$ cat src/hdl/rlb_pkg.sv
// Shared types, blend mode codes and the divide-by-255 helper for the layer blend unit.
`timescale 1ns / 1ps
`default_nettype none

package rlb_pkg;

  localparam int unsigned NUM_LANES = 3;

  typedef enum logic [4:0] {
    MODE_NORMAL        = 5'd0,
    MODE_LIGHTEN       = 5'd1,
    MODE_DARKEN        = 5'd2,
    MODE_MULTIPLY      = 5'd3,
    MODE_AVERAGE       = 5'd4,
    MODE_ADD           = 5'd5,
    MODE_SUBTRACT      = 5'd6,
    MODE_DIFFERENCE    = 5'd7,
    MODE_NEGATION      = 5'd8,
    MODE_SCREEN        = 5'd9,
    MODE_EXCLUSION     = 5'd10,
    MODE_OVERLAY       = 5'd11,
    MODE_SOFT_LIGHT    = 5'd12,
    MODE_HARD_LIGHT    = 5'd13,
    MODE_COLOR_DODGE   = 5'd14,
    MODE_COLOR_BURN    = 5'd15,
    MODE_LINEAR_DODGE  = 5'd16,
    MODE_LINEAR_BURN   = 5'd17,
    MODE_LINEAR_LIGHT  = 5'd18,
    MODE_VIVID_LIGHT   = 5'd19,
    MODE_PIN_LIGHT     = 5'd20,
    MODE_HARD_MIX      = 5'd21,
    MODE_REFLECT       = 5'd22,
    MODE_GLOW          = 5'd23,
    MODE_PHOENIX       = 5'd24
  } mode_e;

  typedef struct packed {
    logic [4:0] func;
    logic       use_alpha;
    logic [7:0] top_red;
    logic [7:0] top_green;
    logic [7:0] top_blue;
    logic [7:0] top_alpha;
    logic [7:0] bottom_red;
    logic [7:0] bottom_green;
    logic [7:0] bottom_blue;
    logic [7:0] bottom_alpha;
  } pix_in_t;

  typedef struct packed {
    logic [7:0] out_red;
    logic [7:0] out_green;
    logic [7:0] out_blue;
    logic [7:0] out_alpha;
  } pix_out_t;

  typedef struct packed {
    logic       use_alpha;
    logic [7:0] ta;
    logic [7:0] ba;
  } side_t;

  typedef struct packed {
    logic [7:0] rem;
    logic [7:0] low;
    logic [7:0] quo;
    logic [7:0] divisor;
    logic       ovf;
    logic       pole;
    logic       burn;
    logic       use_div;
    logic       hmix;
    logic [7:0] f_simple;
    logic [7:0] b;
  } div_t;

  function automatic logic [8:0] div255(input logic [16:0] x);
    logic [17:0] q0;
    logic [17:0] r;
    logic [8:0]  q;
    q0 = ({1'b0, x} + {9'd0, x[16:8]}) >> 8;
    r  = {1'b0, x} - ({q0[9:0], 8'd0} - q0);
    q  = q0[8:0];
    if (r >= 18'd510) begin
      q = q + 9'd2;
    end else if (r >= 18'd255) begin
      q = q + 9'd1;
    end
    return q;
  endfunction

endpackage

`default_nettype wire

$ cat src/hdl/rlb_merge.sv
// Merge stage: alpha weighting of the three lane results and output alpha.
`timescale 1ns / 1ps
`default_nettype none

module rlb_merge (
  input  wire logic                                 clk,
  input  wire logic                                 en,
  input  wire rlb_pkg::side_t                       sd,
  input  wire logic [rlb_pkg::NUM_LANES-1:0][7:0]   f,
  input  wire logic [rlb_pkg::NUM_LANES-1:0][7:0]   fb,
  output rlb_pkg::pix_out_t                         out_data
);

  logic                                  ua;
  logic [rlb_pkg::NUM_LANES-1:0][7:0]    f8;
  logic [rlb_pkg::NUM_LANES-1:0][15:0]   sum;
  logic [15:0]                           asum;
  logic [rlb_pkg::NUM_LANES-1:0][15:0]   sum_c;
  logic [15:0]                           p_a;
  logic [15:0]                           p_b;
  logic [rlb_pkg::NUM_LANES-1:0][8:0]    cq;
  logic [rlb_pkg::NUM_LANES-1:0][7:0]    ch;
  logic [8:0]                            aq;
  logic [7:0]                            alpha;

  always_comb begin
    for (int c = 0; c < rlb_pkg::NUM_LANES; c++) begin
      sum_c[c] = 16'(sd.ta * f[c]) + 16'((8'd255 - sd.ta) * fb[c]);
    end
    p_a = sd.ta * sd.ta;
    p_b = (8'd255 - sd.ta) * sd.ba;
  end

  always_ff @(posedge clk) begin
    if (en) begin
      ua   <= sd.use_alpha;
      f8   <= f;
      sum  <= sum_c;
      asum <= p_a + p_b;
    end
  end

  always_comb begin
    for (int c = 0; c < rlb_pkg::NUM_LANES; c++) begin
      cq[c] = rlb_pkg::div255({1'b0, sum[c]});
      ch[c] = ua ? cq[c][7:0] : f8[c];
    end
    aq    = rlb_pkg::div255({1'b0, asum});
    alpha = ua ? aq[7:0] : 8'hFF;
  end

  always_ff @(posedge clk) begin
    if (en) begin
      out_data.out_red   <= ch[0];
      out_data.out_green <= ch[1];
      out_data.out_blue  <= ch[2];
      out_data.out_alpha <= alpha;
    end
  end

endmodule

`default_nettype wire

$ cat config.mk
export PLATFORM = sky130hd
export DESIGN_NAME = rlb_merge
export DESIGN_NICKNAME = d
export VERILOG_FILES = /design/src/hdl/rlb_pkg.sv /design/src/hdl/rlb_merge.sv
export SDC_FILE = /design/constraint.sdc
export NUM_CORES = 1
export LEC_CHECK = 0
export BUFFER_PORTS_ARGS = -buffer_cell sky130_fd_sc_hd__buf_2
export CORE_MARGIN = 2
export CORE_UTILIZATION = 41
export DETAILED_ROUTE_END_ITERATION = 8
export GPL_TIMING_DRIVEN = 0
export PLACE_DENSITY = 0.56
export SLEW_MARGIN = 20
export SYNTH_ARGS = -nofsm -noshare
export SYNTH_HDL_FRONTEND = slang
export SYNTH_SLANG_ARGS = --single-unit
$ cat constraint.sdc
create_clock -name clk -period 8.49 [get_ports clk]
set_clock_uncertainty 0.05 [all_clocks]
set_input_delay 0.4245 -clock clk [delete_from_list [all_inputs] [get_ports clk]]
set_output_delay 0.4245 -clock clk [all_outputs]
set_load 0.05 [all_outputs]
==> impl_metrics.ini, run 1 <==
[floorplanning]
ios = 99
dieArea_sq_um = 69000
core_sq_um = 66000
die-height_um = 263
die_x_um = 263
rows = 94
start_util = 0.416

[sta]
timing.final.ws_setup_ns = 1.52
maxSlewHeadroom = 0.195
worst_pin_slew_ns = 1.21
fin_crit_sh = 0.821
period_minus_slack_ns = 6.97
hold_viol_final = 0
setup_violations = 0
finalSetupTns_ns = 0
fmax_ghz = 0.143
rsz0062_at_grt = false
slew_viol_final = 0

[setup_path]
crit_path_frequent_cell = ha_1
path_cells = ha_1 > a31o_2 > a21oi_1 > o21ai_0 > a31o_2 > a21oi_1 > nor2b_1 > and4_1 > and3_1 > ha_1 > inv_1 > ha_1 > inv_1 > ha_1 > a21oi_1 > o211ai_1 > a2111oi_0 > nor2_1 > xor2_1 > nor3_1 > nand3_1 > mux2i_1 > mux2_2
critPathMaxFanout = 6
slowest_stage = a2111oi_0
arrival_ns = 7.14
max_stage_delay_ns = 0.89
crit_path_end_kind = register
critical_path_class = reg2reg
cp-start-kind = register
worstPathRequired_ns = 8.66

[drt]
drtPass1Iterations = 5
ant_nets = 0
post_drt_via_cell_ratio = 5.18
avgRoutedWirePerCell_um = 18.7
vias = 20700
drc = 0
drt_wl_total_um = 74600
drt_iter0_drc = 1280

[synth]
synthArstFlopShare = 0
syn-cell-area_sq_um = 27400
yosys_warnings = 0
synth.distinct_cells = 75
avgSynthCellArea_sq_um = 9.14
syn_inst = 2999
synth_top_area_frac = 0.272
synth-seq-cells = 121
synth_ff_type = edfxtp_1
yosys.area.top_type = fa_1
synthTopCellsByArea = fa_1 (27%), ha_1 (18%), edfxtp_1 (13%)
ys_seq_area_frac = 0.133
synth-edff-count = 121

[placement]
post-dp-hpwl_um = 61200
port_buffers = 94
place.gp.congestion = 0.877
placed_area_sq_um = 29000
dp_slack_ns = 1.08

[global_route]
grt_antenna_before_repair = 6
grt_pass1_wl_um = 120000
grt_max_degree = 80
grtUsageTotal = 0.224
grt_pass1_vias = 22100
grt_overflow = 0

[clock_tree]
clock-sinks = 121
holdBufCountCts = 0
postCtsSetupBuffers = 0
cts_root_buffer = clkbuf_16
htree_levels = 4
cts_buffer_depth = 2
cts_tree = yes
cts_resized = 0
clk_latency_ns = 0.48
clk_pin_slew_worst_paths_ns = 0.06
cts_buffers = 17

[worst_hold_path]
hold_class = in2reg

[cells_and_area]
final_area_sq_um = 29600
area_growth_pct = 7.99
fin_nets = 3957
drive_above_1_share = 0.0524

[status]
status = finished, final reports clean

[job]
drv_cap = 0
## sequential cells by signal, summed over array words and instances (netlist names)
register / cells
f8: 24
ua: 1
asum: 16
out_data: 32
sum: 48
## cells in the final DEF (no fill, tap or decap), types with 16 or more instances in the layout
master / count
ha_1: 401
or3_1: 16
xnor2_1: 108
nand2b_1: 90
and2_1: 122
inv_1: 650
o21bai_1: 21
and3_1: 19
a21o_1: 37
nor2_1: 72
buf_2: 93
nor3_1: 32
clkbuf_16: 17
a21oi_1: 94
clkbuf_1: 67
nand2_1: 210
fa_1: 373
a31oi_1: 21
edfxtp_1: 121
xor2_1: 26
nand3_1: 39
o21ai_0: 66
nor2b_1: 179
o21a_1: 17
## synth_stat cells (all sizes together) (5+ instances only)
library cell	n
inv	650
ha	401
fa	373
nand2	210
nor2b	179
and2	123
edfxtp	121
xnor2	108
a21oi	94
nand2b	90
nor2	72
o21ai	66
clkbuf	65
nand3	39
a21o	37
nor3	32
xor2	26
a31oi	21
o21bai	21
and3	19
o21a	17
or3	16
nor4	13
o211ai	13
nand4	11
a211oi	10
mux2	10
mux2i	10
a211o	9
a221oi	9
a31o	9
a2111oi	8
o31ai	8
and4	7
or2	7
a311o	6
or4	6
buf	5
nor3b	5
o2111ai	5
o311ai	5
o41ai	5
## cell families (layout without fill, tap and decap cells)
logic type / Yosys count / count (layout) / share of synthesized area
buffers and inverters: 722 / 849 / 0.0991
other: 1 / 7 / 0.000137
muxes: 20 / 20 / 0.00776
DFF: 121 / 121 / 0.133
and+or+nand+nor: 840 / 840 / 0.165
xor gates and xnor gates: 134 / 134 / 0.0428
AOI/OAI and AO/OA: 387 / 387 / 0.0968
adders and majority gates: 774 / 774 / 0.455
## metrics by stage
stage               cells  hold slack, ns  utilization
floorplan            3002           0.448            -
global placement     3960           0.474        0.439
detailed placement   3961           0.471        0.440
CTS                  3993          0.0475        0.449
global route         3995          0.0680        0.449
finish               3996          0.0873        0.449
## path summary, 6_finish.rpt
check / slack (ns) / cells past startpoint / endpoint / startpoint
worst max-delay path: 1.52 / 23 / out_data[6]$_SDFFCE_PN1P_ / asum[9]$_DFFE_PP_
worst min-delay path: 0.09 / 1 / ua$_DFFE_PP_ / sd[16]
worst max register to register: 1.52 / 23 / out_data[6]$_SDFFCE_PN1P_ / asum[9]$_DFFE_PP_
worst min register to register: 0.48 / 2 / out_data[17]$_DFFE_PP_ / f8[9]$_DFFE_PP_
## critical path: cells and delay by family, from the launching register on
family | cells | cell delay (ns)
AOI/OAI and AO/OA | 8 | 2.28
and+or+nand+nor | 6 | 1.62
adders and majority gates | 4 | 1.32
muxes | 2 | 0.63
DFF | 1 | 0.50
xor gates and xnor gates | 1 | 0.19
buffers and inverters | 2 | 0.14
## area by class of cell
class	count	area [sq um]
Antenna cell	3	7.51
Buffer	70	270
Clock buffer	19	433
Clock inverter	13	153
Fill cell	6451	36400
Inverter	652	2450
Multi-Input combinational cell	2159	21100
Sequential cell	121	3630
Tap cell	864	1080
Timing Repair Buffer	95	504
## per-layer routing
layer / share of wire / vias up / track usage / wire length (um)
met5: 0.00055 / - / 0 / 41
met1: 0.45 / 10200 / 0.293 / 33700
li1: - / 9926 / - / -
met2: 0.47 / 472 / 0.380 / 35400
met3: 0.050 / 91 / 0.0395 / 3730
met4: 0.023 / 6 / 0.0607 / 1700
Power of run 1 is left out: the tool's default activity adds up to more than one toggle a clock period on the data nets, which glitch-free logic cannot reach.
==> inputs of run 2 (changes only) <==
- ABC_AREA: not set -> 1
- clock period: 8.49 -> 6.98 ns (I/O delays scaled with it)
==> impl_metrics.ini, run 2 <==
[status]
status = finished, final reports clean

[clock_tree]
clk_pin_slew_worst_paths_ns = 0.06
cts_buffer_depth = 2
postCtsSetupBuffers = 0
cts_buffers = 17
clock-sinks = 121
clk_latency_ns = 0.49
cts_root_buffer = clkbuf_16
cts_tree = yes
htree_levels = 4

[sta]
slew_viol_final = 0
worst_pin_slew_ns = 1.13
hold_viol_final = 0
fin_crit_sh = 0.951
fmax_ghz = 0.151
setup_violations = 0
maxSlewHeadroom = 0.248
timing.final.ws_setup_ns = 0.345
period_minus_slack_ns = 6.63
rsz0062_at_grt = false

[global_route]
grtUsageTotal = 0.218
grt_pass1_vias = 23400
grt_overflow = 0
grt_pass1_wl_um = 124000
grt_max_degree = 63
grt_antenna_before_repair = 5

[setup_path]
arrival_ns = 6.81
slowest_stage = buf_1
worstPathRequired_ns = 7.16
crit_path_end_kind = register
max_stage_delay_ns = 0.73
critical_path_class = in2reg
critPathMaxFanout = 10
cp-start-kind = input port
rrSetupSlack_ns = 1.59
crit_path_frequent_cell = fa_1

[synth]
ys_seq_area_frac = 0.126
synthTopCellsByArea = fa_1 (26%), ha_1 (17%), inv_1 (13%)
synth.distinct_cells = 50
syn_inst = 3872
synth_commonest_cells = inv_1 (992), nand2_1 (992), ha_1 (401), fa_1 (373), nor2_1 (308)
synthArstFlopShare = 0
synth-seq-cells = 121
avgSynthCellArea_sq_um = 7.45
synth_top_area_frac = 0.259
yosys_warnings = 0
syn-cell-area_sq_um = 28800
synth-edff-count = 121
synth_ff_type = edfxtp_1
yosys.area.top_type = fa_1

[floorplanning]
dieArea_sq_um = 72500
die-height_um = 269
rows = 97
ios = 99
core_sq_um = 69800
die_x_um = 269
start_util = 0.413

[drt]
drt_wl_total_um = 76200
ant_nets = 0
drtPass1Iterations = 6
drt_iter0_drc = 1515
post_drt_via_cell_ratio = 4.79
drc = 0
avgRoutedWirePerCell_um = 15.4
vias = 23800

[cells_and_area]
top_register = sum
fillers = 7216
area_growth_pct = 8.54
n_antenna_cell = 0
fin_nets = 4846
final_cell_mix = inv_1 (992), nand2_1 (992), ha_1 (401)
reg_top3 = sum: 48 flops, out_data: 32 flops, f8: 24 flops
largest_register_ffs = 48
drive_above_1_share = 0.0533

[placement]
place.gp.congestion = 0.903
port_buffers = 96
dp_slack_ns = -0.234
post-dp-hpwl_um = 65200

[job]
drv_cap = 0

[worst_hold_path]
hold_class = in2reg
## run 2: cell count changes after synthesis, moves of 115 or more
| cell | delta |
|---|---|
| nor2b_1 | -179 |
| and2_1 | -115 |
| nand2_1 | +782 |
| inv_1 | +342 |
| nand3_1 | +134 |
| nor2_1 | +236 |
## run 2: what timing repair did
item,4_1_cts,5_1_grt
endpoints found under the hold margin,15,0
hold buffers,15,0
setup endpoints to repair,0,5
resized for setup,0,8
## run 2: path summary, 6_finish.rpt
kind / start / end / cells after the start
max: sd[12] / sum[14]$_DFFE_PP_ / 26
min: f[12] / f8[12]$_DFFE_PP_ / 1
max reg2reg: sum[9]$_DFFE_PP_ / out_data[31]$_DFFE_PP_ / 34
min reg2reg: f8[23]$_DFFE_PP_ / out_data[15]$_DFFE_PP_ / 2
## run 2: routing by layer
| layer | routed length (um) | global-route usage |
|---|---|---|
| met1 | 35900 | 0.313 |
| met5 | 57 | 0 |
| met2 | 32400 | 0.330 |
| met4 | 1410 | 0.0522 |
| met3 | 6370 | 0.0533 |
## run 2: cells by family after synthesis
| logic type | synth area share |
|---|---|
| AOI/OAI and AO/OA | 0.0305 |
| DFF | 0.126 |
| xor gates and xnor gates | 0.0368 |
| other | 0.000130 |
| and+or+nand+nor | 0.230 |
| buffers and inverters | 0.144 |
| adders and majority gates | 0.433 |
## run 2: worst max-delay path, delay by kind of cell
kind,cells,cell delay (ns)
adder cells (fa/ha/maj),7,3.35
buffers and inverters,8,1.77
AND/OR/NAND/NOR,5,0.45
XOR/XNOR,1,0.08
AO/OA/AOI/OAI,5,0.78
## run 2: stage by stage
stage | std cells | setup TNS [ns] | instance area [sq um] | hold slack (ns) | utilization
final | 4958 | 0 | 31300 | 0.0485 | 0.448
after global routing | 4958 | 0 | 31300 | 0.0151 | 0.448
after CTS | 4959 | 0 | 31300 | 0.0162 | 0.448
after detailed placement | 4912 | -0.724 | 30500 | 0.453 | 0.438
after global placement | 4911 | -0.904 | 30500 | 0.451 | 0.437
after floorplan | 3875 | 0 | 28800 | 0.398 | -
## run 2: layout make-up
| type | count | area (sq um) | area share |
|---|---|---|---|
| Tap cell | 940 | 1180 | 0.0376 |
| Clock inverter | 15 | 175 | 0.00560 |
| Sequential cell | 121 | 3630 | 0.116 |
| Clock buffer | 17 | 425 | 0.0136 |
| Buffer | 85 | 382 | 0.0122 |
| Inverter | 1003 | 3760 | 0.120 |
| Multi-Input combinational cell | 2665 | 21100 | 0.673 |
| Timing Repair Buffer | 112 | 668 | 0.0213 |
Power of run 2 is left out for the same reason.
