$ cat src/hdl/rlb_pkg.sv
// Shared types, blend mode codes and the divide-by-255 helper for the layer blend unit.
`timescale 1ns / 1ps
`default_nettype none

package rlb_pkg;

  localparam int unsigned NUM_LANES = 3;

  typedef enum logic [4:0] {
    MODE_NORMAL        = 5'd0,
    MODE_LIGHTEN       = 5'd1,
    MODE_DARKEN        = 5'd2,
    MODE_MULTIPLY      = 5'd3,
    MODE_AVERAGE       = 5'd4,
    MODE_ADD           = 5'd5,
    MODE_SUBTRACT      = 5'd6,
    MODE_DIFFERENCE    = 5'd7,
    MODE_NEGATION      = 5'd8,
    MODE_SCREEN        = 5'd9,
    MODE_EXCLUSION     = 5'd10,
    MODE_OVERLAY       = 5'd11,
    MODE_SOFT_LIGHT    = 5'd12,
    MODE_HARD_LIGHT    = 5'd13,
    MODE_COLOR_DODGE   = 5'd14,
    MODE_COLOR_BURN    = 5'd15,
    MODE_LINEAR_DODGE  = 5'd16,
    MODE_LINEAR_BURN   = 5'd17,
    MODE_LINEAR_LIGHT  = 5'd18,
    MODE_VIVID_LIGHT   = 5'd19,
    MODE_PIN_LIGHT     = 5'd20,
    MODE_HARD_MIX      = 5'd21,
    MODE_REFLECT       = 5'd22,
    MODE_GLOW          = 5'd23,
    MODE_PHOENIX       = 5'd24
  } mode_e;

  typedef struct packed {
    logic [4:0] func;
    logic       use_alpha;
    logic [7:0] top_red;
    logic [7:0] top_green;
    logic [7:0] top_blue;
    logic [7:0] top_alpha;
    logic [7:0] bottom_red;
    logic [7:0] bottom_green;
    logic [7:0] bottom_blue;
    logic [7:0] bottom_alpha;
  } pix_in_t;

  typedef struct packed {
    logic [7:0] out_red;
    logic [7:0] out_green;
    logic [7:0] out_blue;
    logic [7:0] out_alpha;
  } pix_out_t;

  typedef struct packed {
    logic       use_alpha;
    logic [7:0] ta;
    logic [7:0] ba;
  } side_t;

  typedef struct packed {
    logic [7:0] rem;
    logic [7:0] low;
    logic [7:0] quo;
    logic [7:0] divisor;
    logic       ovf;
    logic       pole;
    logic       burn;
    logic       use_div;
    logic       hmix;
    logic [7:0] f_simple;
    logic [7:0] b;
  } div_t;

  function automatic logic [8:0] div255(input logic [16:0] x);
    logic [17:0] q0;
    logic [17:0] r;
    logic [8:0]  q;
    q0 = ({1'b0, x} + {9'd0, x[16:8]}) >> 8;
    r  = {1'b0, x} - ({q0[9:0], 8'd0} - q0);
    q  = q0[8:0];
    if (r >= 18'd510) begin
      q = q + 9'd2;
    end else if (r >= 18'd255) begin
      q = q + 9'd1;
    end
    return q;
  endfunction

endpackage

`default_nettype wire

$ cat src/hdl/rlb_div_stage.sv
// One registered stage of the lane divider, retiring two quotient bits.
`timescale 1ns / 1ps
`default_nettype none

module rlb_div_stage (
  input  wire logic         clk,
  input  wire logic         en,
  input  wire rlb_pkg::div_t d,
  output rlb_pkg::div_t     q
);

  rlb_pkg::div_t nxt;
  logic [8:0]    r9a;
  logic [8:0]    r9b;
  logic [7:0]    rem_a;
  logic          bit_a;
  logic          bit_b;

  always_comb begin
    nxt   = d;
    r9a   = {d.rem, d.low[7]};
    bit_a = (r9a >= {1'b0, d.divisor});
    rem_a = bit_a ? 8'(r9a - {1'b0, d.divisor}) : r9a[7:0];
    r9b   = {rem_a, d.low[6]};
    bit_b = (r9b >= {1'b0, d.divisor});
    nxt.rem = bit_b ? 8'(r9b - {1'b0, d.divisor}) : r9b[7:0];
    nxt.low = {d.low[5:0], 2'b00};
    nxt.quo = {d.quo[5:0], bit_a, bit_b};
  end

  always_ff @(posedge clk) begin
    if (en) begin
      q <= nxt;
    end
  end

endmodule

`default_nettype wire

$ cat src/hdl/rlb_lane.sv
// One color channel lane: blend mode evaluation with a pipelined divider.
`timescale 1ns / 1ps
`default_nettype none

module rlb_lane (
  input  wire logic       clk,
  input  wire logic       en,
  input  wire logic [4:0] mode,
  input  wire logic [7:0] t,
  input  wire logic [7:0] b,
  output logic [7:0]      f,
  output logic [7:0]      b_out
);

  rlb_pkg::mode_e md;
  logic [7:0]  k;
  logic [7:0]  b2;
  logic [7:0]  sq_src;
  logic [15:0] sq;
  logic [15:0] dvd_c;
  logic [7:0]  dsr_c;
  logic        pole_c;
  logic        burn_c;
  logic        usediv_c;

  rlb_pkg::mode_e m1;
  logic [7:0]  t1;
  logic [7:0]  b1;
  logic [15:0] p_tb;
  logic [15:0] p_inv;
  logic [15:0] p_kb;
  logic [15:0] p_kinv;
  logic [15:0] dvd1;
  logic [7:0]  dsr1;
  logic        pole1;
  logic        burn1;
  logic        usediv1;
  logic        hmix1;

  logic [8:0]  s;
  logic [8:0]  s2;
  logic [7:0]  b12;
  logic [16:0] x;
  logic [8:0]  q;
  logic [7:0]  fs;
  logic [7:0]  tmax;
  logic [7:0]  tmin;
  logic [7:0]  adiff;
  rlb_pkg::div_t init_c;

  rlb_pkg::div_t dv [0:4];
  logic [7:0]  r;
  logic [7:0]  f_next;

  always_comb begin
    md     = rlb_pkg::mode_e'(mode);
    k      = {1'b0, t[7:1]} + 8'd64;
    b2     = {b[6:0], 1'b0};
    sq_src = (md == rlb_pkg::MODE_GLOW) ? b : t;
    sq     = sq_src * sq_src;
    dvd_c    = 16'd0;
    dsr_c    = 8'd0;
    pole_c   = 1'b0;
    burn_c   = 1'b0;
    usediv_c = 1'b1;
    case (md)
      rlb_pkg::MODE_COLOR_DODGE: begin
        dvd_c  = {t, 8'd0};
        dsr_c  = ~b;
        pole_c = (b == 8'hFF);
      end
      rlb_pkg::MODE_COLOR_BURN: begin
        dvd_c  = {~t, 8'd0};
        dsr_c  = b;
        pole_c = (b == 8'd0);
        burn_c = 1'b1;
      end
      rlb_pkg::MODE_VIVID_LIGHT, rlb_pkg::MODE_HARD_MIX: begin
        if (b[7]) begin
          dvd_c  = {t, 8'd0};
          dsr_c  = ~b2;
          pole_c = (b2 == 8'hFF);
        end else begin
          dvd_c  = {~t, 8'd0};
          dsr_c  = b2;
          pole_c = (b2 == 8'd0);
          burn_c = 1'b1;
        end
      end
      rlb_pkg::MODE_REFLECT: begin
        dvd_c  = sq;
        dsr_c  = ~b;
        pole_c = (b == 8'hFF);
      end
      rlb_pkg::MODE_GLOW: begin
        dvd_c  = sq;
        dsr_c  = ~t;
        pole_c = (t == 8'hFF);
      end
      default: begin
        usediv_c = 1'b0;
      end
    endcase
  end

  always_ff @(posedge clk) begin
    if (en) begin
      m1      <= md;
      t1      <= t;
      b1      <= b;
      p_tb    <= t * b;
      p_inv   <= (8'd255 - t) * (8'd255 - b);
      p_kb    <= k * b;
      p_kinv  <= (8'd255 - k) * (8'd255 - b);
      dvd1    <= dvd_c;
      dsr1    <= dsr_c;
      pole1   <= pole_c;
      burn1   <= burn_c;
      usediv1 <= usediv_c;
      hmix1   <= (md == rlb_pkg::MODE_HARD_MIX);
    end
  end

  always_comb begin
    s     = {1'b0, t1} + {1'b0, b1};
    b12   = {b1[6:0], 1'b0};
    s2    = {1'b0, t1} + {1'b0, b12};
    tmax  = (t1 > b1) ? t1 : b1;
    tmin  = (t1 > b1) ? b1 : t1;
    adiff = tmax - tmin;
    case (m1)
      rlb_pkg::MODE_MULTIPLY:   x = {1'b0, p_tb};
      rlb_pkg::MODE_EXCLUSION:  x = {p_tb, 1'b0};
      rlb_pkg::MODE_OVERLAY:    x = b1[7] ? {p_inv, 1'b0} : {p_tb, 1'b0};
      rlb_pkg::MODE_HARD_LIGHT: x = t1[7] ? {p_inv, 1'b0} : {p_tb, 1'b0};
      rlb_pkg::MODE_SOFT_LIGHT: x = b1[7] ? ({p_kinv, 1'b0} + 17'd254) : {p_kb, 1'b0};
      default:                  x = 17'd0;
    endcase
    q = rlb_pkg::div255(x);
    case (m1)
      rlb_pkg::MODE_LIGHTEN:    fs = tmax;
      rlb_pkg::MODE_DARKEN:     fs = tmin;
      rlb_pkg::MODE_MULTIPLY:   fs = q[7:0];
      rlb_pkg::MODE_AVERAGE:    fs = s[8:1];
      rlb_pkg::MODE_ADD, rlb_pkg::MODE_LINEAR_DODGE: begin
        fs = (s > 9'd255) ? 8'hFF : s[7:0];
      end
      rlb_pkg::MODE_SUBTRACT, rlb_pkg::MODE_LINEAR_BURN: begin
        fs = (s < 9'd255) ? 8'd0 : 8'(s - 9'd255);
      end
      rlb_pkg::MODE_DIFFERENCE: fs = adiff;
      rlb_pkg::MODE_NEGATION:   fs = (s >= 9'd255) ? 8'(9'd510 - s) : s[7:0];
      rlb_pkg::MODE_SCREEN:     fs = ~p_inv[15:8];
      rlb_pkg::MODE_EXCLUSION:  fs = 8'(s - q);
      rlb_pkg::MODE_OVERLAY, rlb_pkg::MODE_SOFT_LIGHT: begin
        fs = b1[7] ? ~q[7:0] : q[7:0];
      end
      rlb_pkg::MODE_HARD_LIGHT: fs = t1[7] ? ~q[7:0] : q[7:0];
      rlb_pkg::MODE_LINEAR_LIGHT: begin
        if (b1[7]) begin
          fs = (s2 > 9'd255) ? 8'hFF : s2[7:0];
        end else begin
          fs = (s2 < 9'd255) ? 8'd0 : 8'(s2 - 9'd255);
        end
      end
      rlb_pkg::MODE_PIN_LIGHT: begin
        if (b1[7]) begin
          fs = (t1 > b12) ? t1 : b12;
        end else begin
          fs = (t1 < b12) ? t1 : b12;
        end
      end
      rlb_pkg::MODE_PHOENIX:    fs = ~adiff;
      default:                  fs = t1;
    endcase
    init_c.rem      = dvd1[15:8];
    init_c.low      = dvd1[7:0];
    init_c.quo      = 8'd0;
    init_c.divisor  = dsr1;
    init_c.ovf      = (dvd1[15:8] >= dsr1);
    init_c.pole     = pole1;
    init_c.burn     = burn1;
    init_c.use_div  = usediv1;
    init_c.hmix     = hmix1;
    init_c.f_simple = fs;
    init_c.b        = b1;
  end

  always_ff @(posedge clk) begin
    if (en) begin
      dv[0] <= init_c;
    end
  end

  for (genvar i = 0; i < 4; i++) begin : g_div
    rlb_div_stage u_stage (
      .clk (clk),
      .en  (en),
      .d   (dv[i]),
      .q   (dv[i+1])
    );
  end

  always_comb begin
    if (dv[4].burn) begin
      r = (dv[4].pole || dv[4].ovf || dv[4].quo == 8'hFF) ? 8'd0 : ~dv[4].quo;
    end else begin
      r = (dv[4].pole || dv[4].ovf) ? 8'hFF : dv[4].quo;
    end
    if (!dv[4].use_div) begin
      f_next = dv[4].f_simple;
    end else if (dv[4].hmix) begin
      f_next = r[7] ? 8'hFF : 8'd0;
    end else begin
      f_next = r;
    end
  end

  always_ff @(posedge clk) begin
    if (en) begin
      f     <= f_next;
      b_out <= dv[4].b;
    end
  end

endmodule

`default_nettype wire

$ cat config.mk
export PLATFORM = sky130hd
export DESIGN_NAME = rlb_lane
export DESIGN_NICKNAME = d
export VERILOG_FILES = /design/src/hdl/rlb_pkg.sv /design/src/hdl/rlb_div_stage.sv /design/src/hdl/rlb_lane.sv
export SDC_FILE = /design/constraint.sdc
export NUM_CORES = 1
export LEC_CHECK = 0
export BUFFER_PORTS_ARGS = -buffer_cell sky130_fd_sc_hd__buf_2
export CORE_ASPECT_RATIO = 0.7
export CORE_UTILIZATION = 60
export CTS_CLUSTER_DIAMETER = 150
export CTS_CLUSTER_SIZE = 30
export DETAILED_ROUTE_END_ITERATION = 10
export MAX_ROUTING_LAYER = met4
export PLACE_DENSITY = 0.73
export SYNTH_ARGS = -nofsm -noshare
export SYNTH_HDL_FRONTEND = slang
export SYNTH_SLANG_ARGS = --single-unit
$ cat constraint.sdc
create_clock -name clk -period 18.1 [get_ports clk]
set_input_delay 1.81 -clock clk [delete_from_list [all_inputs] [get_ports clk]]
set_output_delay 1.81 -clock clk [all_outputs]
set_load 0.01 [all_outputs]
==> flow_summary.yaml, run 1 <==
routing:
  routedWlPerCell_um: 20.89
  drtIter0Drc: 2149
  wl_um: 72220
  num_vias: 21030
  drcViolationCount: 0
  ant_nets: 0
  first_pass_iters: 7
  detail_route.vias_per_cell: 6.084
cts:
  clk_latency_ps: 540
  ctsHtreeMaxLevel: 1
  numCtsBuffers: 15
  ctsHoldBuffers: 0
  cts-root-buf: "clkbuf_16"
  clkSinkCount: 333
  cts_setup_buffers: 0
  ctsLongestPathBuffers: 3
  path_clk_slew_ps: 130
  tritoncts: "built"
  cts-resized-gates: 0
floorplanning:
  die_h_um: 185.8
  die_area_mm2: 0.04918
  core_area_mm2: 0.04707
  rows: 66
  die_width_um: 264.6
  start_util: 0.6154
  ioPinCount: 39
sta:
  skew_ps: 38.29
  slew_viol_final: 0
  fin_crit_ps: 10900
  worstMarginPinSlew_ps: 1229
  fmax_ghz: 0.09171
  period_share: 0.6024
  setup_ws_ps: 7196
  max_slew_margin: 0.1741
  finalSetupViolations: 0
  rsz0062_at_grt: "no"
  tns_ps: 0
  finalHoldViolCount: 0
setup_path:
  reg2reg_depth: 42
  critPathSlowestCell: "edfxtp_1"
  required_ps: 18400
  arrival_ps: 11210
  cp-end-kind: "register"
  worstSetupStartpoint: "m1[1]"
  critPathMaxFanout: 17
  criticalPathCategory: "reg2reg"
  cp-endpoint: "dv[226]"
  max_stage_delay_ps: 610
  startpoint_type: "register"
  r2r-end: "dv[226]"
  r2r_slack_ps: 7200
  timing.rr.start: "m1[1]"
global_routing:
  grt_pass1_wl_um: 114000
  grt_usage: 0.3080
  grt_overflow: 0
  grt_pass1_vias: 20550
  grt_max_degree: 140
  antenna_found_initial: 1
final_layout:
  final_core_util: 0.6406
  layout-area-overhead-vs-synth_pct: 4.086
  num-nets-final: 3372
  stdcell_area_mm2: 0.03015
  layout-drive-gt1-share: 0.06294
  instances_no_fill: 3457
synthesis:
  synth_area_mm2: 0.02897
  ys_types: 93
  synth.top_cell.area_share: 0.3452
  yosysTopAreaCell: "edfxtp_1"
  synthFlopType: "edfxtp_1"
  synthTopCellsByArea: "edfxtp_1, ha_1, fa_1"
  synth_edf_count: 333
  ys_seq_elements: 333
  yosysWarnings: 0
  syn_inst: 2847
  ys_seq_area_frac: 0.3452
  async_flop_share: 0
  syn_avg_cell_area_um2: 10.18
place:
  gp_congestion: 0.9670
  portBuffers: 38
  dpl.cell_count: 3440
  place_area_mm2: 0.02974
  hpwl_um: 56160
  dp_slack_ps: 7354
power_and_ir_drop:
  p_per_area_mw_per_mm2: 111.8
  leakagePower_nw: 13.49
  ir_drop_uv: 70.75
worst_hold_path:
  min-delay-start: "g_div[0].u_stage.q[30]"
  hold_path.class: "reg2reg"
status:
  status: "completed"
flow_run:
  drv_cap: 0
## layer usage
| metal | track usage | up-vias | wire length (um) |
|---|---|---|---|
| li1 | - | 9931 | - |
| met1 | 0.4677 | 10200 | 35150 |
| met2 | 0.4460 | 823 | 30170 |
| met3 | 0.04114 | 85 | 5988 |
| met4 | 0.04628 | 0 | 907 |
| met5 | - | - | 0 |
## Yosys cell counts, types with 38 or more instances
cell	count
inv_1	418
ha_1	342
edfxtp_1	333
nor2_1	209
fa_1	162
o21ai_0	145
nand2_1	144
a21oi_1	131
xnor2_1	108
clkbuf_1	62
and2_1	55
xor2_1	50
nand3_1	45
nand2b_1	44
mux2_2	43
nor3_1	42
nor2b_1	41
a21o_1	38
## worst max-delay path, delay by kind of cell (launching register included)
kind | cells | cell delay [ps]
xor+xnor | 2 | 360
fa+ha+maj | 6 | 2080
mux | 1 | 90
flops | 1 | 610
compound gates | 18 | 4160
simple gates | 13 | 3200
buf+inv | 2 | 160
## cells by family after synthesis
kind of cell / after synthesis / share of synthesized area
other: 1 / 0.0001294
buffers and inverters: 497 / 0.06565
multiplexers: 75 / 0.02777
XOR/XNOR: 159 / 0.04855
AND/OR/NAND/NOR: 732 / 0.1281
AO/OA/AOI/OAI: 546 / 0.1249
flip-flops: 333 / 0.3452
adder cells (fa/ha/maj): 504 / 0.2597
## cell usage in the layout, fill, tap and decap left out, drive strengths merged, types with 36 or more instances in the layout
cell and instances:
nor2 211, and2 56, xnor2 108, mux2 43, nor2b 41, nand2b 44
a21oi 132, buf 54, nand2 146, fa 162, xor2 50, edfxtp 333
or2 36, nor3 45, nand3 46, a21o 38, ha 342, inv 422
o21ai 153
## worst min path at each step
| stage | cells after the start | slack [ps] | end |
|---|---|---|---|
| floorplan | 0 | 400 | b_out[0] |
| global placement | 0 | 400 | b_out[4] |
| detailed placement | 0 | 400 | g_div[0].u_stage.q[16] |
| CTS | 0 | 420 | g_div[1].u_stage.q[32] |
| global route | 0 | 430 | g_div[0].u_stage.q[5] |
| finish | 0 | 410 | g_div[1].u_stage.q[32] |
## sequential cells by signal, indices dropped and copies added (netlist names)
signal           count
p_kb                16
p_tb                16
p_kinv              16
p_inv               16
dv                  44
dvd1                15
usediv1              1
hmix1                1
m1                   5
burn1                1
g_div.u_stage.q    161
pole1                1
b_out                8
f                    8
t1                   8
dsr1                 8
b1                   8
## area by class of cell
class	instances	area [um2]
multi-input combinational	2019	17080
fill	3708	16920
sequential	333	10000
inverter	422	1584
tap	612	765.7
clock buffer	15	375.4
timing repair buffer	54	320.3
clock inverter	1	30.03
antenna	1	2.502
## per-stage QoR
stage / power, mW / hold slack (ps)
floorplan: 2.485 / 400.3
global placement: 2.900 / 401.3
detailed placement: 2.953 / 404.5
CTS: 3.356 / 415.7
global route: 3.628 / 434.2
finish: 3.371 / 412.6
## report_power, final
part	switching [mW]	internal (mW)	leakage, nW
sequential	0.124	1.06	3.24
clock	0.235	0.154	0.196
combinational	1.01	0.780	10.1
Power figures use the tool's default switching activity.
==> run 2, diff against run 1 <==
Clock period 18.1 ns to 10.8 ns, I/O delays scaled along.
==> run 2 against run 1 <==
Effect of this change:
- setup slack got worse by 6700 ps
- via count rose by 0.24%
- global-route usage fell by 0.46 points
- sequential share of layout area fell by 0.34 points
- utilization rose by 0.67 points
- critical path depth rose by 2
- register-to-register slack got worse by 6700 ps
- critical endpoint unchanged
- power rose by 69%
- die area did not move
- final area rose by 1.0%
- worst hold slack got worse by 0.77 ps
==> flow_summary.yaml, run 2 (synthesis results as in run 1) <==
cts:
  ctsHoldBuffers: 0
  tritoncts: "built"
  path_clk_slew_ps: 120
  clk_latency_ps: 540
  numCtsBuffers: 15
  ctsLongestPathBuffers: 3
  cts-root-buf: "clkbuf_16"
  ctsHtreeMaxLevel: 1
  clkSinkCount: 333
setup_path:
  max_stage_delay_ps: 480
  arrival_ps: 10560
  required_ps: 11100
  startpoint_type: "register"
  cp-end-kind: "register"
  criticalPathCategory: "reg2reg"
  critPathMaxFanout: 14
  critPathSlowestCell: "edfxtp_1"
sta:
  worstMarginPinSlew_ps: 1235
  skew_ps: 35.23
  period_share: 0.9499
  setup_ws_ps: 541.2
  holdWs_ps: 411.8
  fin_crit_ps: 10260
  max_slew_margin: 0.1706
  fmax_ghz: 0.09748
  finalHoldViolCount: 0
  finalSetupViolations: 0
  tns_ps: 0
  slew_viol_final: 0
final_layout:
  registers.top_by_ff_count: "g_div.u_stage.q"
  largest_register_ffs: 161
  num-nets-final: 3399
  fill_cells: 3687
  final_core_util: 0.6473
  layout-area-overhead-vs-synth_pct: 5.179
  stdcell_area_mm2: 0.03047
  layout-drive-gt1-share: 0.07765
  instances_no_fill: 3487
  mostFrequentLayoutCell: "inv_1"
  final_cell_mix: "inv_1, ha_1, edfxtp_1"
  largestRegisters: "g_div.u_stage.q: 161 flops, dv: 44 flops"
status:
  status: "completed"
global_routing:
  grt_pass1_wl_um: 112400
  antenna_found_initial: 3
  met3_usage: 0.03876
  grt_overflow: 0
  top_usage_layer: "met1"
  grt_util_met1: 0.4648
  grt_usage: 0.3034
  grt_pass1_vias: 20320
  grt_max_degree: 117
  grt_util_met2: 0.4357
routing:
  drcViolationCount: 0
  wl_um: 72780
  ant_nets: 0
  detail_route.vias_per_cell: 6.046
  drtIter0Drc: 2216
  first_pass_iters: 6
  routedWlPerCell_um: 20.87
  num_vias: 21080
power_and_ir_drop:
  ir_drop_uv: 114.5
  leakagePower_nw: 13.65
  combPwrFrac: 0.537
  seq_power_share: 0.350
  p_per_area_mw_per_mm2: 186.9
  pwr-share-clk: 0.113
  power_mw: 5.694
  p_int_mw: 3.376
  switching_share: 0.4071
  power.switching_mw: 2.318
place:
  gp_congestion: 0.9691
  dp_slack_ps: -61.79
  hpwl_um: 57040
  portBuffers: 38
  place_area_mm2: 0.02976
  dpl.cell_count: 3442
flow_run:
  drv_cap: 0
floorplanning:
  ioPinCount: 39
  die_width_um: 264.6
  core_area_mm2: 0.04707
  die_h_um: 185.8
  die_area_mm2: 0.04918
  start_util: 0.6154
  rows: 66
worst_hold_path:
  hold_path.class: "reg2reg"
## run 2: cell types whose count changed in the layout (fill, tap and decap cells not counted), sizes merged
cell,change
buf,+25
diode,+2
clkinv,-1
clkbuf,+2
inv,+2
## run 2: area by class of cell
type	instances	area, um2	share of cell area
multi-input combinational	2019	17190	0.5641
sequential	333	10000	0.3282
inverter	422	1584	0.05199
tap	612	765.7	0.02513
timing repair buffer	81	518.0	0.01700
clock buffer	15	375.4	0.01232
clock inverter	2	31.28	0.001027
antenna	3	7.507	0.0002464
## run 2: what timing repair did
item,CTS,global route
endpoints found under the setup margin,1,5
buffers inserted,0,25
resized for setup,1,20
pin swaps,0,3
## run 2: worst paths after layout
check,startpoint,end,slack [ps],cells past startpoint
worst max-delay path,m1[0],dv[226],540,44
worst min-delay path,g_div[2].u_stage.q[12],g_div[3].u_stage.q[12],410,0
worst max register to register,m1[0],dv[226],540,44
worst min register to register,g_div[2].u_stage.q[12],g_div[3].u_stage.q[12],410,0
## run 2: routing by layer
layer  wire [um]  up-vias
li1            -     9975
met1       35890    10220
met2       30130      797
met3        5746       89
met4        1013        0
met5           0        -
## run 2: worst max-delay path, delay by kind of cell, from the launching register on
| kind | cells | cell delay, ps |
|---|---|---|
| compound gates | 18 | 3500 |
| fa+ha+maj | 6 | 2080 |
| simple gates | 13 | 2860 |
| buf+inv | 4 | 570 |
| mux | 1 | 150 |
| flops | 1 | 480 |
| xor+xnor | 2 | 380 |
## run 2: power groups by stage
stage | logic [mW] | registers (mW) | clock network (mW)
floorplan | 2.28 | 1.88 | 0
global placement | 2.86 | 2.01 | 0
detailed placement | 2.95 | 2.01 | 0
CTS | 2.98 | 1.98 | 0.658
global route | 3.41 | 2.01 | 0.695
finish | 3.06 | 1.99 | 0.641
==> run 3, diff against run 2 <==
Settings changed: RECOVER_POWER from default to 50.
==> run 3 against run 2 <==
Effect of this change:
- the flow now finishes with violations (max-capacitance violations, max-slew violations)
- via count rose by 0.23%
- wire length rose by 0.18%
- sequential share of layout area is 0.080 points higher
- cell count is essentially flat
- count of clock-buffer cells in the layout stayed put
- largest power group unchanged
==> flow_summary.yaml, run 3 (synthesis results as in run 1) <==
status:
  status: "finished with violations"
  failed_checks: "max-capacitance violations, max-slew violations"
sta:
  period_share: 0.9501
  max_slew_margin: -2.911
  worstMarginPinSlew_ps: 5866
  fmax_ghz: 0.09746
  slew_viol_final: 320
  fin_crit_ps: 10260
  skew_ps: 38.35
  finalSetupViolations: 0
  tns_ps: 0
  finalHoldViolCount: 0
routing:
  detail_route.vias_per_cell: 6.064
  num_vias: 21130
  drtIter0Drc: 2179
  drcViolationCount: 0
  ant_nets: 0
  wl_um: 72910
  first_pass_iters: 6
  routedWlPerCell_um: 20.92
floorplanning:
  die_area_mm2: 0.04918
  core_area_mm2: 0.04707
  die_width_um: 264.6
  ioPinCount: 39
  rows: 66
  start_util: 0.6154
  die_h_um: 185.8
cts:
  clk_latency_ps: 540
  cts-root-buf: "clkbuf_16"
  ctsLongestPathBuffers: 3
  ctsHtreeMaxLevel: 1
  path_clk_slew_ps: 120
  clkSinkCount: 333
  numCtsBuffers: 15
  ctsHoldBuffers: 0
  tritoncts: "built"
final_layout:
  largestRegisters: "g_div.u_stage.q: 161 flops, dv: 44 flops"
  largest_register_ffs: 161
  layout-drive-gt1-share: 0.06407
  registers.top_by_ff_count: "g_div.u_stage.q"
  final_core_util: 0.6457
  fill_cells: 3709
  final_cell_mix: "inv_1, ha_1, edfxtp_1"
  num-nets-final: 3399
  mostFrequentLayoutCell: "inv_1"
  layout-area-overhead-vs-synth_pct: 4.924
setup_path:
  r2r-end: "dv[226]"
  critPathSlowestCell: "edfxtp_1"
  criticalPathCategory: "reg2reg"
  critPathMaxFanout: 14
  cp-end-kind: "register"
  startpoint_type: "register"
  max_stage_delay_ps: 570
  required_ps: 11100
  arrival_ps: 10570
  reg2reg_depth: 43
  r2r_slack_ps: 540
  worstSetupStartpoint: "m1[1]"
  timing.rr.start: "m1[1]"
global_routing:
  antenna_found_initial: 0
  grt_max_degree: 117
  grt_pass1_wl_um: 112400
  grt_usage: 0.3034
  grt_pass1_vias: 20320
  grt_overflow: 0
power_and_ir_drop:
  ir_drop_uv: 114.7
  leakagePower_nw: 13.54
  p_per_area_mw_per_mm2: 187.3
place:
  portBuffers: 38
  hpwl_um: 57040
  gp_congestion: 0.9691
flow_run:
  drv_cap: 10
worst_hold_path:
  min-delay-start: "g_div[2].u_stage.q[12]"
  min_to: "g_div[3].u_stage.q[12]"
  min_delay_path_depth: 0
  hold_path.class: "reg2reg"
[run 3: cell types whose count changed in the layout (fill, tap and decap cells not counted), sizes merged]
cell and delta:
buf -39, clkbuf +39, diode -2
[run 3: through the flow]
| stage | hold WS, ps | power (mW) | cells | setup slack [ps] | instance area (um2) |
|---|---|---|---|---|---|
| 6_report | 415.2 | 5.694 | 3485 | 539.4 | 30400 |
| 3_5_place_dp | 404.5 | 4.959 | 3442 | -61.79 | 29760 |
| 5_1_grt | 428.4 | 6.113 | 3484 | -62.73 | 30390 |
| 4_1_cts | 414.8 | 5.621 | 3459 | 99.74 | 30170 |
| 3_3_place_gp | 400.6 | 4.872 | 3442 | 387.4 | 29760 |
| 2_1_floorplan | 400.3 | 4.164 | 2849 | 1344 | 28980 |
[run 3: where the power goes]
part	internal, mW	switching [mW]	leakage (nW)	total (mW)
Sequential	1.79	0.209	3.24	2.00
Clock	0.260	0.381	0.201	0.641
Combinational	1.33	1.73	10.1	3.06
[run 3: worst max-delay path by stage]
| stage | end | slack [ps] | cells past startpoint |
|---|---|---|---|
| final | dv[226] | 540 | 43 |
| after global routing | dv[226] | -60 | 43 |
| after CTS | dv[226] | 100 | 43 |
| after detailed placement | dv[226] | -60 | 42 |
| after global placement | dv[226] | 390 | 42 |
| after floorplan | dv[226] | 1340 | 42 |
[run 3: what timing repair did]
action | in CTS | in global routing
setup buffers | 0 | 25
endpoints found under the hold margin | 0 | 0
setup endpoints to repair | 1 | 5
pin swaps | 0 | 3
gates resized for setup | 1 | 20
[run 3: routing by layer]
| layer | vias to the layer above | GRT usage | wire length, um | share of wire |
|---|---|---|---|---|
| met5 | - | - | 0 | 0 |
| met4 | 0 | 0.04512 | 1019 | 0.014 |
| met2 | 806 | 0.4357 | 30140 | 0.41 |
| li1 | 9976 | - | - | - |
| met1 | 10270 | 0.4648 | 35840 | 0.49 |
| met3 | 80 | 0.03876 | 5909 | 0.081 |
[run 3: cell type report]
cell class	instances	area [um2]	share of cell area
tap	612	765.7	0.02519
timing repair buffer	81	449.2	0.01478
antenna	1	2.502	0.00008233
multi-input combinational	2019	17190	0.5655
sequential	333	10000	0.3290
clock inverter	2	31.28	0.001029
inverter	422	1584	0.05211
clock buffer	15	375.4	0.01235
[run 3: worst max-delay path: cells and delay by family (launching register included)]
| family | cells | cell delay (ps) |
|---|---|---|
| compound gates | 18 | 3490 |
| simple gates | 13 | 3050 |
| fa+ha+maj | 6 | 2080 |
| flops | 1 | 570 |
| xor+xnor | 2 | 370 |
| buf+inv | 3 | 350 |
| mux | 1 | 150 |
